File: src/rtl/msrr_pkg.sv
// Package with shared constants and types of the motor speed ramp core.
`default_nettype none
package msrr_pkg;

	localparam int DUTY_WIDTH_DEF  = 8;
	localparam int CFG_INDEX_WIDTH = 3;

	localparam logic [CFG_INDEX_WIDTH-1:0] REG_SPEED_FLOOR   = 3'd0;
	localparam logic [CFG_INDEX_WIDTH-1:0] REG_SPEED_CEILING = 3'd1;
	localparam logic [CFG_INDEX_WIDTH-1:0] REG_RAMP_STEP     = 3'd2;
	localparam logic [CFG_INDEX_WIDTH-1:0] REG_DRIVER_SELECT = 3'd3;
	localparam logic [CFG_INDEX_WIDTH-1:0] REG_HIGH_SIDE_LVL = 3'd4;

	localparam int FLOOR_RESET = 5;
	localparam int STEP_RESET  = 2;

	localparam logic [1:0] DIR_STOP = 2'd0;
	localparam logic [1:0] DIR_FWD  = 2'd1;
	localparam logic [1:0] DIR_REV  = 2'd2;

	localparam logic [1:0] DRV_NONE    = 2'd0;
	localparam logic [1:0] DRV_HBRIDGE = 2'd1;
	localparam logic [1:0] DRV_DIR_PWM = 2'd2;

	typedef struct packed {
		logic [1:0] driver_select;
		logic       high_side_active_level;
	} drv_cfg_t;

endpackage
`default_nettype wire

File: src/rtl/motor_speed_ramp_reversal_core.sv
// Top level of the motor speed ramp and direction reversal core.
//
//   Channel  Signals                              Direction  Meaning
//   in       in_valid, in_ready, target_*, enable  into core  one tick request
//   out      out_valid, out_ready, ramp_*, driver  out of core one result per tick
//   cfg      cfg_we, cfg_index, cfg_data           into core  register write
//
// A request accepted enters the input register and moves into the result register
// once that register is free; its result is offered from the result register.
// A new request can be accepted every cycle unless the output stalls; the ramp state
// updates as a request moves into the result register.
// Reset clears the ramp state to speed zero and stop and loads register defaults.
// A stalled result holds its register; the input register keeps accepting
// until both registers are full.
`default_nettype none
module motor_speed_ramp_reversal_core
	import msrr_pkg::*;
#(
	parameter int DUTY_WIDTH = DUTY_WIDTH_DEF
) (
	input  wire logic                       clk,
	input  wire logic                       arst_n,
	input  wire logic                       cfg_we,
	input  wire logic [CFG_INDEX_WIDTH-1:0] cfg_index,
	input  wire logic [DUTY_WIDTH-1:0]      cfg_data,
	input  wire logic                       in_valid,
	output logic                            in_ready,
	input  wire logic [DUTY_WIDTH-1:0]      target_speed,
	input  wire logic [1:0]                 target_direction,
	input  wire logic                       motor_enable,
	output logic                            out_valid,
	input  wire logic                       out_ready,
	output logic      [DUTY_WIDTH-1:0]      ramp_speed,
	output logic      [1:0]                 ramp_direction,
	output logic                            driver_ready,
	output logic                            high_side_pos,
	output logic                            high_side_neg,
	output logic      [DUTY_WIDTH-1:0]      low_side_pos_duty,
	output logic      [DUTY_WIDTH-1:0]      low_side_neg_duty,
	output logic                            dir_pin,
	output logic      [DUTY_WIDTH-1:0]      pwm_duty
);

	logic [DUTY_WIDTH-1:0] speed_floor;
	logic [DUTY_WIDTH-1:0] speed_ceiling;
	logic [DUTY_WIDTH-1:0] ramp_step;
	drv_cfg_t              drv_cfg;

	logic                  valid_s1;
	logic [DUTY_WIDTH-1:0] tgt_s1;
	logic [1:0]            tdir_s1;
	logic                  en_s1;

	logic [DUTY_WIDTH-1:0] speed_q;
	logic [1:0]            dir_q;

	logic [DUTY_WIDTH-1:0] speed_next;
	logic [1:0]            dir_next;

	logic                  d_ready;
	logic                  d_hp;
	logic                  d_hn;
	logic [DUTY_WIDTH-1:0] d_lp;
	logic [DUTY_WIDTH-1:0] d_ln;
	logic                  d_dp;
	logic [DUTY_WIDTH-1:0] d_pw;

	logic                  valid_s2;
	logic [DUTY_WIDTH-1:0] speed_s2;
	logic [1:0]            dir_s2;
	logic                  ready_s2;
	logic                  hp_s2;
	logic                  hn_s2;
	logic [DUTY_WIDTH-1:0] lp_s2;
	logic [DUTY_WIDTH-1:0] ln_s2;
	logic                  dp_s2;
	logic [DUTY_WIDTH-1:0] pw_s2;

	logic                  adv_s2;
	logic                  adv_s1;

	msrr_cfg #(.DUTY_WIDTH(DUTY_WIDTH)) u_cfg (
		.clk           (clk),
		.arst_n        (arst_n),
		.cfg_we        (cfg_we),
		.cfg_index     (cfg_index),
		.cfg_data      (cfg_data),
		.speed_floor   (speed_floor),
		.speed_ceiling (speed_ceiling),
		.ramp_step     (ramp_step),
		.drv_cfg       (drv_cfg)
	);

	msrr_ramp #(.DUTY_WIDTH(DUTY_WIDTH)) u_ramp (
		.speed_now        (speed_q),
		.dir_now          (dir_q),
		.target_speed     (tgt_s1),
		.target_direction (tdir_s1),
		.motor_enable     (en_s1),
		.speed_floor      (speed_floor),
		.speed_ceiling    (speed_ceiling),
		.ramp_step        (ramp_step),
		.speed_next       (speed_next),
		.dir_next         (dir_next)
	);

	msrr_drive #(.DUTY_WIDTH(DUTY_WIDTH)) u_drive (
		.speed             (speed_next),
		.dir               (dir_next),
		.drv_cfg           (drv_cfg),
		.driver_ready      (d_ready),
		.high_side_pos     (d_hp),
		.high_side_neg     (d_hn),
		.low_side_pos_duty (d_lp),
		.low_side_neg_duty (d_ln),
		.dir_pin           (d_dp),
		.pwm_duty          (d_pw)
	);

	assign adv_s2   = !valid_s2 || out_ready;
	assign adv_s1   = valid_s1 && adv_s2;
	assign in_ready = !valid_s1 || adv_s2;

	always_ff @(posedge clk or negedge arst_n) begin
		if (!arst_n) begin
			valid_s1 <= 1'b0;
			valid_s2 <= 1'b0;
			speed_q  <= '0;
			dir_q    <= DIR_STOP;
		end else begin
			if (in_ready) begin
				valid_s1 <= in_valid;
			end
			if (adv_s2) begin
				valid_s2 <= valid_s1;
			end
			if (adv_s1) begin
				speed_q <= speed_next;
				dir_q   <= dir_next;
			end
		end
	end

	always_ff @(posedge clk) begin
		if (in_ready && in_valid) begin
			tgt_s1  <= target_speed;
			tdir_s1 <= target_direction;
			en_s1   <= motor_enable;
		end
		if (adv_s1) begin
			speed_s2 <= speed_next;
			dir_s2   <= dir_next;
			ready_s2 <= d_ready;
			hp_s2    <= d_hp;
			hn_s2    <= d_hn;
			lp_s2    <= d_lp;
			ln_s2    <= d_ln;
			dp_s2    <= d_dp;
			pw_s2    <= d_pw;
		end
	end

	assign out_valid         = valid_s2;
	assign ramp_speed        = speed_s2;
	assign ramp_direction    = dir_s2;
	assign driver_ready      = ready_s2;
	assign high_side_pos     = hp_s2;
	assign high_side_neg     = hn_s2;
	assign low_side_pos_duty = lp_s2;
	assign low_side_neg_duty = ln_s2;
	assign dir_pin           = dp_s2;
	assign pwm_duty          = pw_s2;

endmodule
`default_nettype wire

File: src/rtl/msrr_cfg.sv
// Configuration register file of the motor speed ramp core.
`default_nettype none
module msrr_cfg
	import msrr_pkg::*;
#(
	parameter int DUTY_WIDTH = DUTY_WIDTH_DEF
) (
	input  wire logic                       clk,
	input  wire logic                       arst_n,
	input  wire logic                       cfg_we,
	input  wire logic [CFG_INDEX_WIDTH-1:0] cfg_index,
	input  wire logic [DUTY_WIDTH-1:0]      cfg_data,
	output logic      [DUTY_WIDTH-1:0]      speed_floor,
	output logic      [DUTY_WIDTH-1:0]      speed_ceiling,
	output logic      [DUTY_WIDTH-1:0]      ramp_step,
	output drv_cfg_t                        drv_cfg
);

	logic [DUTY_WIDTH-1:0] floor_q;
	logic [DUTY_WIDTH-1:0] ceiling_q;
	logic [DUTY_WIDTH-1:0] step_q;
	drv_cfg_t              drv_q;

	always_ff @(posedge clk or negedge arst_n) begin
		if (!arst_n) begin
			floor_q   <= DUTY_WIDTH'(FLOOR_RESET);
			ceiling_q <= '1;
			step_q    <= DUTY_WIDTH'(STEP_RESET);
			drv_q     <= '{driver_select: DRV_NONE, high_side_active_level: 1'b0};
		end else if (cfg_we) begin
			unique case (cfg_index)
				REG_SPEED_FLOOR:   floor_q <= cfg_data;
				REG_SPEED_CEILING: ceiling_q <= cfg_data;
				REG_RAMP_STEP:     step_q <= cfg_data;
				REG_DRIVER_SELECT: drv_q.driver_select <= cfg_data[1:0];
				REG_HIGH_SIDE_LVL: drv_q.high_side_active_level <= cfg_data[0];
				default: ;
			endcase
		end
	end

	assign speed_floor   = floor_q;
	assign speed_ceiling = ceiling_q;
	assign ramp_step     = step_q;
	assign drv_cfg       = drv_q;

endmodule
`default_nettype wire

File: src/rtl/msrr_ramp.sv
// Next-state logic of the speed ramp and direction reversal.
`default_nettype none
module msrr_ramp
	import msrr_pkg::*;
#(
	parameter int DUTY_WIDTH = DUTY_WIDTH_DEF
) (
	input  wire logic [DUTY_WIDTH-1:0] speed_now,
	input  wire logic [1:0]            dir_now,
	input  wire logic [DUTY_WIDTH-1:0] target_speed,
	input  wire logic [1:0]            target_direction,
	input  wire logic                  motor_enable,
	input  wire logic [DUTY_WIDTH-1:0] speed_floor,
	input  wire logic [DUTY_WIDTH-1:0] speed_ceiling,
	input  wire logic [DUTY_WIDTH-1:0] ramp_step,
	output logic      [DUTY_WIDTH-1:0] speed_next,
	output logic      [1:0]            dir_next
);

	logic [DUTY_WIDTH-1:0] step;
	logic [1:0]            tdir;
	logic [DUTY_WIDTH-1:0] tgt;
	logic [DUTY_WIDTH-1:0] sp;
	logic [1:0]            dr;
	logic [DUTY_WIDTH-1:0] sp_clamped;

	always_comb begin
		step = (ramp_step == '0) ? DUTY_WIDTH'(1) : ramp_step;
		tdir = (target_direction == DIR_FWD || target_direction == DIR_REV) ?
			target_direction : DIR_STOP;

		if (target_speed < speed_floor) begin
			tgt = speed_floor;
		end else if (target_speed > speed_ceiling) begin
			tgt = speed_ceiling;
		end else begin
			tgt = target_speed;
		end

		sp = speed_now;
		dr = dir_now;
		if (dir_now != tdir) begin
			if (dir_now == DIR_FWD || dir_now == DIR_REV) begin
				sp = (speed_now > step) ? speed_now - step : '0;
				if (sp <= speed_floor) begin
					dr = tdir;
				end
			end else begin
				dr = tdir;
			end
		end else if (speed_now > tgt) begin
			sp = ((speed_now - tgt) > step) ? speed_now - step : tgt;
		end else if (speed_now < tgt) begin
			sp = ((tgt - speed_now) > step) ? speed_now + step : tgt;
		end

		if (sp > speed_ceiling) begin
			sp_clamped = speed_ceiling;
		end else if (sp < speed_floor) begin
			sp_clamped = speed_floor;
		end else begin
			sp_clamped = sp;
		end

		if (!motor_enable) begin
			speed_next = '0;
			dir_next   = DIR_STOP;
		end else begin
			speed_next = sp_clamped;
			dir_next   = dr;
		end
	end

endmodule
`default_nettype wire

File: src/rtl/msrr_drive.sv
// Output mapping for the H-bridge and the direction-plus-PWM driver.
`default_nettype none
module msrr_drive
	import msrr_pkg::*;
#(
	parameter int DUTY_WIDTH = DUTY_WIDTH_DEF
) (
	input  wire logic [DUTY_WIDTH-1:0] speed,
	input  wire logic [1:0]            dir,
	input  wire drv_cfg_t              drv_cfg,
	output logic                       driver_ready,
	output logic                       high_side_pos,
	output logic                       high_side_neg,
	output logic      [DUTY_WIDTH-1:0] low_side_pos_duty,
	output logic      [DUTY_WIDTH-1:0] low_side_neg_duty,
	output logic                       dir_pin,
	output logic      [DUTY_WIDTH-1:0] pwm_duty
);

	logic on_lvl;

	always_comb begin
		on_lvl            = drv_cfg.high_side_active_level;
		driver_ready      = 1'b0;
		high_side_pos     = ~on_lvl;
		high_side_neg     = ~on_lvl;
		low_side_pos_duty = '0;
		low_side_neg_duty = '0;
		dir_pin           = 1'b0;
		pwm_duty          = '0;
		unique case (drv_cfg.driver_select)
			DRV_HBRIDGE: begin
				driver_ready = 1'b1;
				if (dir == DIR_FWD) begin
					high_side_pos     = on_lvl;
					low_side_neg_duty = speed;
				end else if (dir == DIR_REV) begin
					high_side_neg     = on_lvl;
					low_side_pos_duty = speed;
				end
			end
			DRV_DIR_PWM: begin
				driver_ready = 1'b1;
				if (dir == DIR_FWD) begin
					pwm_duty = speed;
				end else if (dir == DIR_REV) begin
					dir_pin  = 1'b1;
					pwm_duty = ~speed;
				end
			end
			default: ;
		endcase
	end

endmodule
`default_nettype wire

File: config.mk
export PLATFORM = sky130hd
export DESIGN_NAME = motor_speed_ramp_reversal_core
export DESIGN_NICKNAME = d
export VERILOG_FILES = /design/src/rtl/msrr_pkg.sv /design/src/rtl/motor_speed_ramp_reversal_core.sv /design/src/rtl/msrr_cfg.sv /design/src/rtl/msrr_ramp.sv /design/src/rtl/msrr_drive.sv
export SDC_FILE = /design/constraint.sdc
export NUM_CORES = 1
export LEC_CHECK = 0
export ABC_AREA = 1
export BUFFER_PORTS_ARGS = -buffer_cell sky130_fd_sc_hd__buf_2
export CORE_ASPECT_RATIO = 1.75
export CORE_MARGIN = 8
export CORE_UTILIZATION = 53
export DETAILED_ROUTE_END_ITERATION = 12
export PLACE_DENSITY = 0.76
export SLEW_MARGIN = 20
export SYNTH_ARGS = -nofsm -noshare
export SYNTH_HDL_FRONTEND = slang
export SYNTH_SLANG_ARGS = --single-unit
File: constraint.sdc
create_clock -name clk -period 15.5 [get_ports clk]
set_clock_uncertainty 0.15 [all_clocks]
set_input_delay 2.325 -clock clk [delete_from_list [all_inputs] [get_ports clk]]
set_output_delay 2.325 -clock clk [all_outputs]
set_load 0.03 [all_outputs]
==> tab_implementation.tex <==
\begin{tabular}{lr}
\hline
Metric & Value \\
\hline
\multicolumn{2}{l}{\textbf{Status}} \\
Status & completed \\
\multicolumn{2}{l}{\textbf{Clocking}} \\
Hold-fix buffers at CTS & 0 \\
Total CTS buffers & 9 \\
Sink count of the clock tree & slightly below 90 \\
Skew-Pair Late Insertion Delay & 0.34 ns \\
CTS max path bufs & 2 \\
Clock edge transition at the registers on the reported setup and hold paths & $\sim$0.070 ns \\
Number of resized instances in the post-cts repair step & 0 \\
Root Buffer & sky130\_fd\_sc\_hd\_\_clkbuf\_16 \\
H-tree depth reported by CTS & 3 \\
Setup repair bufs after CTS & 0 \\
TritonCTS clock tree & built \\
\multicolumn{2}{l}{\textbf{Placed design}} \\
Dpl hpwl & 15700 µm \\
Final Wtd Congestion & 1.01 \\
Setup Slack @ Placement & 7.69 ns \\
Port bufs & 66 \\
\multicolumn{2}{l}{\textbf{Critical path}} \\
Slowest stage cell, crit path & sky130\_fd\_sc\_hd\_\_dfstp\_2 \\
Kind of cell with the highest combined delay on the critical path & simple AND/OR/NAND/NOR gates \\
Arrival @ worst endpoint & 7.95 ns \\
Category of the worst setup path launch point & flip-flop \\
Length in cells of the worst reg-to-reg path & 42 \\
Biggest fanout along the worst timing path & 16 \\
Most common cell on crit path & sky130\_fd\_sc\_hd\_\_nand2\_1 \\
Required time of the critical path & approximately 15 ns \\
Launching point of the worst reg2reg path & u\_cfg.speed\_floor[2] \\
Count of buffer and inverter cells on the critical path & 6 \\
Element type at the critical path end & flip-flop \\
Worst setup slack for register-to-register paths & about 7.5 ns \\
Worst reg2reg path endpoint & pwm\_duty[7] \\
Max stage delay on crit path & 0.59 ns \\
Classification of the worst setup path & reg -> reg \\
\multicolumn{2}{l}{\textbf{Cells and area}} \\
Number of nets in the layout & between 1000 and 1500 \\
Filler cells & about 1200 \\
Area growth syn-to-layout & 10.7\% \\
Count of inserted antenna diode cells & 0 \\
Fraction of layout instances using a drive strength above 1 & about 16\% \\
\multicolumn{2}{l}{\textbf{Global routing}} \\
Number of antenna violations at the first check in global routing & 0 \\
Total gr overflow & 0 \\
Total routing usage reported by global routing & 23.7\% \\
Vias in the first global route & 6180 \\
Global-route wire length before repair & 31000 µm \\
Largest net degree at the start of global routing & 40 \\
\multicolumn{2}{l}{\textbf{STA}} \\
Slew at the pin with the worst max-slew slack & 0.875 ns \\
Final count of pins violating max slew & 0 \\
Post-Route Setup TNS & 0 ns \\
Minimum setup slack in the final design & 7.49 ns \\
Period Utilization, post-route & 51.7\% \\
Timing-limited maximum frequency & $\sim$120 MHz \\
Total of endpoints with negative setup slack in the final report & 0 \\
Tightest slew margin relative to the limit & 41.7\% \\
Final Hold Vio Count & 0 \\
Minimum clock period & 8.01 ns \\
Unrepaired setup endpoints after global routing & false \\
\multicolumn{2}{l}{\textbf{Floorplan}} \\
Die Ht & 167 µm \\
Effective utilization at floorplan & between 50\% and 60\% \\
DIE WIDTH & roughly 100 µm \\
Core Region & about 13000 µm² \\
IO Count & between 60 and 70 \\
Area of the die & between 15000 and 20000 µm² \\
Standard-cell rows & 55 \\
\multicolumn{2}{l}{\textbf{Logic synthesis}} \\
Warning count from the yosys run & 0 \\
Per-instance average area after synthesis & approximately 8 µm² \\
Cell area after synthesis & 6860 µm² \\
Proportion of synthesized flip-flops having asynchronous set or reset & about 44\% \\
Fraction of the yosys area taken by sequential cells & 35.9\% \\
Cell count after synthesis & 841 \\
Flop and latch count out of synthesis & 88 \\
Dominant synthesized flop cell & sky130\_fd\_sc\_hd\_\_edfxtp\_1 \\
Cell variety after synth & 48 \\
Count of flip-flops with a built-in enable after synthesis & about 50 \\
Net count of the mapped netlist & 959 \\
\multicolumn{2}{l}{\textbf{Job}} \\
Max capacitance violation total & 0 \\
\multicolumn{2}{l}{\textbf{Min path}} \\
Endpoint with the worst hold slack & u\_cfg.ramp\_step[7] \\
Startpoint of the tightest hold check path & u\_cfg.ramp\_step[7] \\
HP Class & reg -> reg \\
Hold path cells & 2 \\
\multicolumn{2}{l}{\textbf{Drt}} \\
Antenna viol nets, final & 0 \\
Via count & approximately 6000 \\
Via/cell ratio & 5.56 \\
Wire length reported by the detailed router & 19400 µm \\
Mean routed wirelength per cell & 18.1 µm \\
Drt initial violations & 314 \\
First-pass detailed-route iteration total & 5 \\
\# DRC & 0 \\
\hline
\end{tabular}
## routing by layer
metal	wire length (µm)	up-vias	track usage (%)	part of all wire, %
li1	-	2929	-	-
met1	7000	2768	23.9	36
met4	1450	0	16.8	7.5
met3	754	83	3.30	3.9
met5	0	-	0	0
met2	10200	195	42.3	53
## worst reg2reg max path: cells and delay by family, from the launching register on
kind	cells	cell delay [ns]
flip-flops	1	0.59
AO/OA/AOI/OAI	10	2.23
buffers and inverters	6	0.80
AND/OR/NAND/NOR	21	2.47
adder cells (fa/ha/maj)	4	1.38
XOR/XNOR	1	0.12
## cell families (layout without fill, tap and decap cells)
| logic type | Yosys count | in the layout | share of synthesized area [%] |
|---|---|---|---|
| AND/OR/NAND/NOR | 313 | 313 | 20.4 |
| flip-flops | 88 | 88 | 35.9 |
| buffers and inverters | 143 | 205 | 8.39 |
| XOR/XNOR | 23 | 23 | 2.94 |
| AO/OA/AOI/OAI | 183 | 183 | 15.4 |
| adder cells (fa/ha/maj) | 91 | 91 | 17.0 |
## cell usage after synthesis, types with 3 or more instances
| library cell | n | area [µm²] |
|---|---|---|
| sky130_fd_sc_hd__dfrtp_1 | 28 | 701 |
| sky130_fd_sc_hd__nand2_2 | 18 | 113 |
| sky130_fd_sc_hd__o21ai_1 | 11 | 55.1 |
| sky130_fd_sc_hd__inv_1 | 110 | 413 |
| sky130_fd_sc_hd__o21ai_0 | 74 | 370 |
| sky130_fd_sc_hd__nand3_1 | 39 | 195 |
| sky130_fd_sc_hd__nor2_2 | 3 | 18.8 |
| sky130_fd_sc_hd__nand3_2 | 7 | 70.1 |
| sky130_fd_sc_hd__fa_1 | 4 | 80.1 |
| sky130_fd_sc_hd__buf_4 | 5 | 37.5 |
| sky130_fd_sc_hd__inv_2 | 10 | 37.5 |
| sky130_fd_sc_hd__nand2_4 | 4 | 45.0 |
| sky130_fd_sc_hd__clkbuf_1 | 12 | 45.0 |
| sky130_fd_sc_hd__a22oi_1 | 3 | 22.5 |
| sky130_fd_sc_hd__nor2_1 | 59 | 221 |
| sky130_fd_sc_hd__ha_1 | 87 | 1090 |
| sky130_fd_sc_hd__dfstp_2 | 11 | 289 |
| sky130_fd_sc_hd__xor2_1 | 18 | 158 |
| sky130_fd_sc_hd__o22ai_1 | 3 | 18.8 |
| sky130_fd_sc_hd__nor3_1 | 5 | 25.0 |
| sky130_fd_sc_hd__nand4_1 | 9 | 56.3 |
| sky130_fd_sc_hd__o211ai_1 | 11 | 82.6 |
| sky130_fd_sc_hd__edfxtp_1 | 49 | 1470 |
| sky130_fd_sc_hd__o21a_1 | 5 | 37.5 |
| sky130_fd_sc_hd__nand2_1 | 166 | 623 |
| sky130_fd_sc_hd__xnor2_1 | 5 | 43.8 |
| sky130_fd_sc_hd__a21oi_1 | 58 | 290 |
## registers in the layout, indices dropped and copies added, names as in the netlist
| name | flops |
|---|---|
| high_side_pos | 1 |
| valid_s1 | 1 |
| pwm_duty | 8 |
| tgt_s1 | 8 |
| en_s1 | 1 |
| low_side_neg_duty | 8 |
| out_valid | 1 |
| speed_q | 8 |
| driver_ready | 1 |
| u_cfg.ramp_step | 8 |
| dir_pin | 1 |
| u_cfg.speed_ceiling | 8 |
| u_cfg.speed_floor | 8 |
| tdir_s1 | 2 |
| high_side_neg | 1 |
| dir_q | 2 |
| u_cfg.drv_cfg | 3 |
| ramp_direction | 2 |
| ramp_speed | 8 |
| low_side_pos_duty | 8 |
## area by class of cell
type	instances	area, µm²	area share (%)
flip-flops and latches	88	2460	32.4
well taps	171	214	2.82
multi-input cells	610	3830	50.3
repair buffers	67	338	4.45
clock inverters	7	75.1	0.988
clock buffers	9	225	2.96
inverters	122	460	6.06
## how the worst max path moves through the flow
stage	from	endpoint	slack [ns]	cells past startpoint
2_1_floorplan	u_cfg.speed_ceiling[7]	pwm_duty[5]	9.26	44
3_3_place_gp	u_cfg.speed_floor[2]	pwm_duty[1]	7.68	42
3_5_place_dp	u_cfg.speed_floor[2]	pwm_duty[1]	7.69	42
4_1_cts	u_cfg.speed_floor[2]	pwm_duty[7]	7.64	42
5_1_grt	u_cfg.speed_floor[2]	pwm_duty[2]	7.02	42
6_report	u_cfg.speed_floor[2]	pwm_duty[7]	7.49	42
## placed cells by master (no fill, tap or decap), types with 2 or more instances in the layout
cell type	count
sky130_fd_sc_hd__o21ai_0	74
sky130_fd_sc_hd__nand3_2	7
sky130_fd_sc_hd__inv_8	3
sky130_fd_sc_hd__buf_2	66
sky130_fd_sc_hd__o22ai_1	3
sky130_fd_sc_hd__nor2_1	59
sky130_fd_sc_hd__nand3_1	39
sky130_fd_sc_hd__ha_1	87
sky130_fd_sc_hd__o211ai_1	11
sky130_fd_sc_hd__dfrtp_1	28
sky130_fd_sc_hd__a21oi_1	58
sky130_fd_sc_hd__xor2_1	18
sky130_fd_sc_hd__a21oi_2	2
sky130_fd_sc_hd__xnor2_1	5
sky130_fd_sc_hd__nand4_1	9
sky130_fd_sc_hd__dfstp_2	11
sky130_fd_sc_hd__clkinv_4	2
sky130_fd_sc_hd__o21a_1	5
sky130_fd_sc_hd__nand2_4	4
sky130_fd_sc_hd__fa_1	4
sky130_fd_sc_hd__o221ai_1	2
sky130_fd_sc_hd__a21o_1	2
sky130_fd_sc_hd__nand2_2	18
sky130_fd_sc_hd__clkbuf_16	9
sky130_fd_sc_hd__nor2_2	3
sky130_fd_sc_hd__o21ai_2	2
sky130_fd_sc_hd__edfxtp_1	49
sky130_fd_sc_hd__inv_1	110
sky130_fd_sc_hd__o21ai_1	11
sky130_fd_sc_hd__inv_2	10
sky130_fd_sc_hd__nand2_1	166
sky130_fd_sc_hd__nor3_1	5
sky130_fd_sc_hd__a22oi_1	3
## per-stage QoR
stage | utilization [%] | hold WS, ns | cells | area, µm²
CTS | 59.4 | 0.342 | 1074 | 7600
finish | 59.4 | 0.339 | 1074 | 7600
floorplan | - | 0.303 | 841 | 6860
global placement | 57.0 | 0.319 | 1058 | 7300
detailed placement | 57.0 | 0.325 | 1058 | 7300
global route | 59.4 | 0.370 | 1074 | 7600
Power is not shown: default switching activity piles up to over one toggle a cycle in this logic, so the estimate is an artifact.
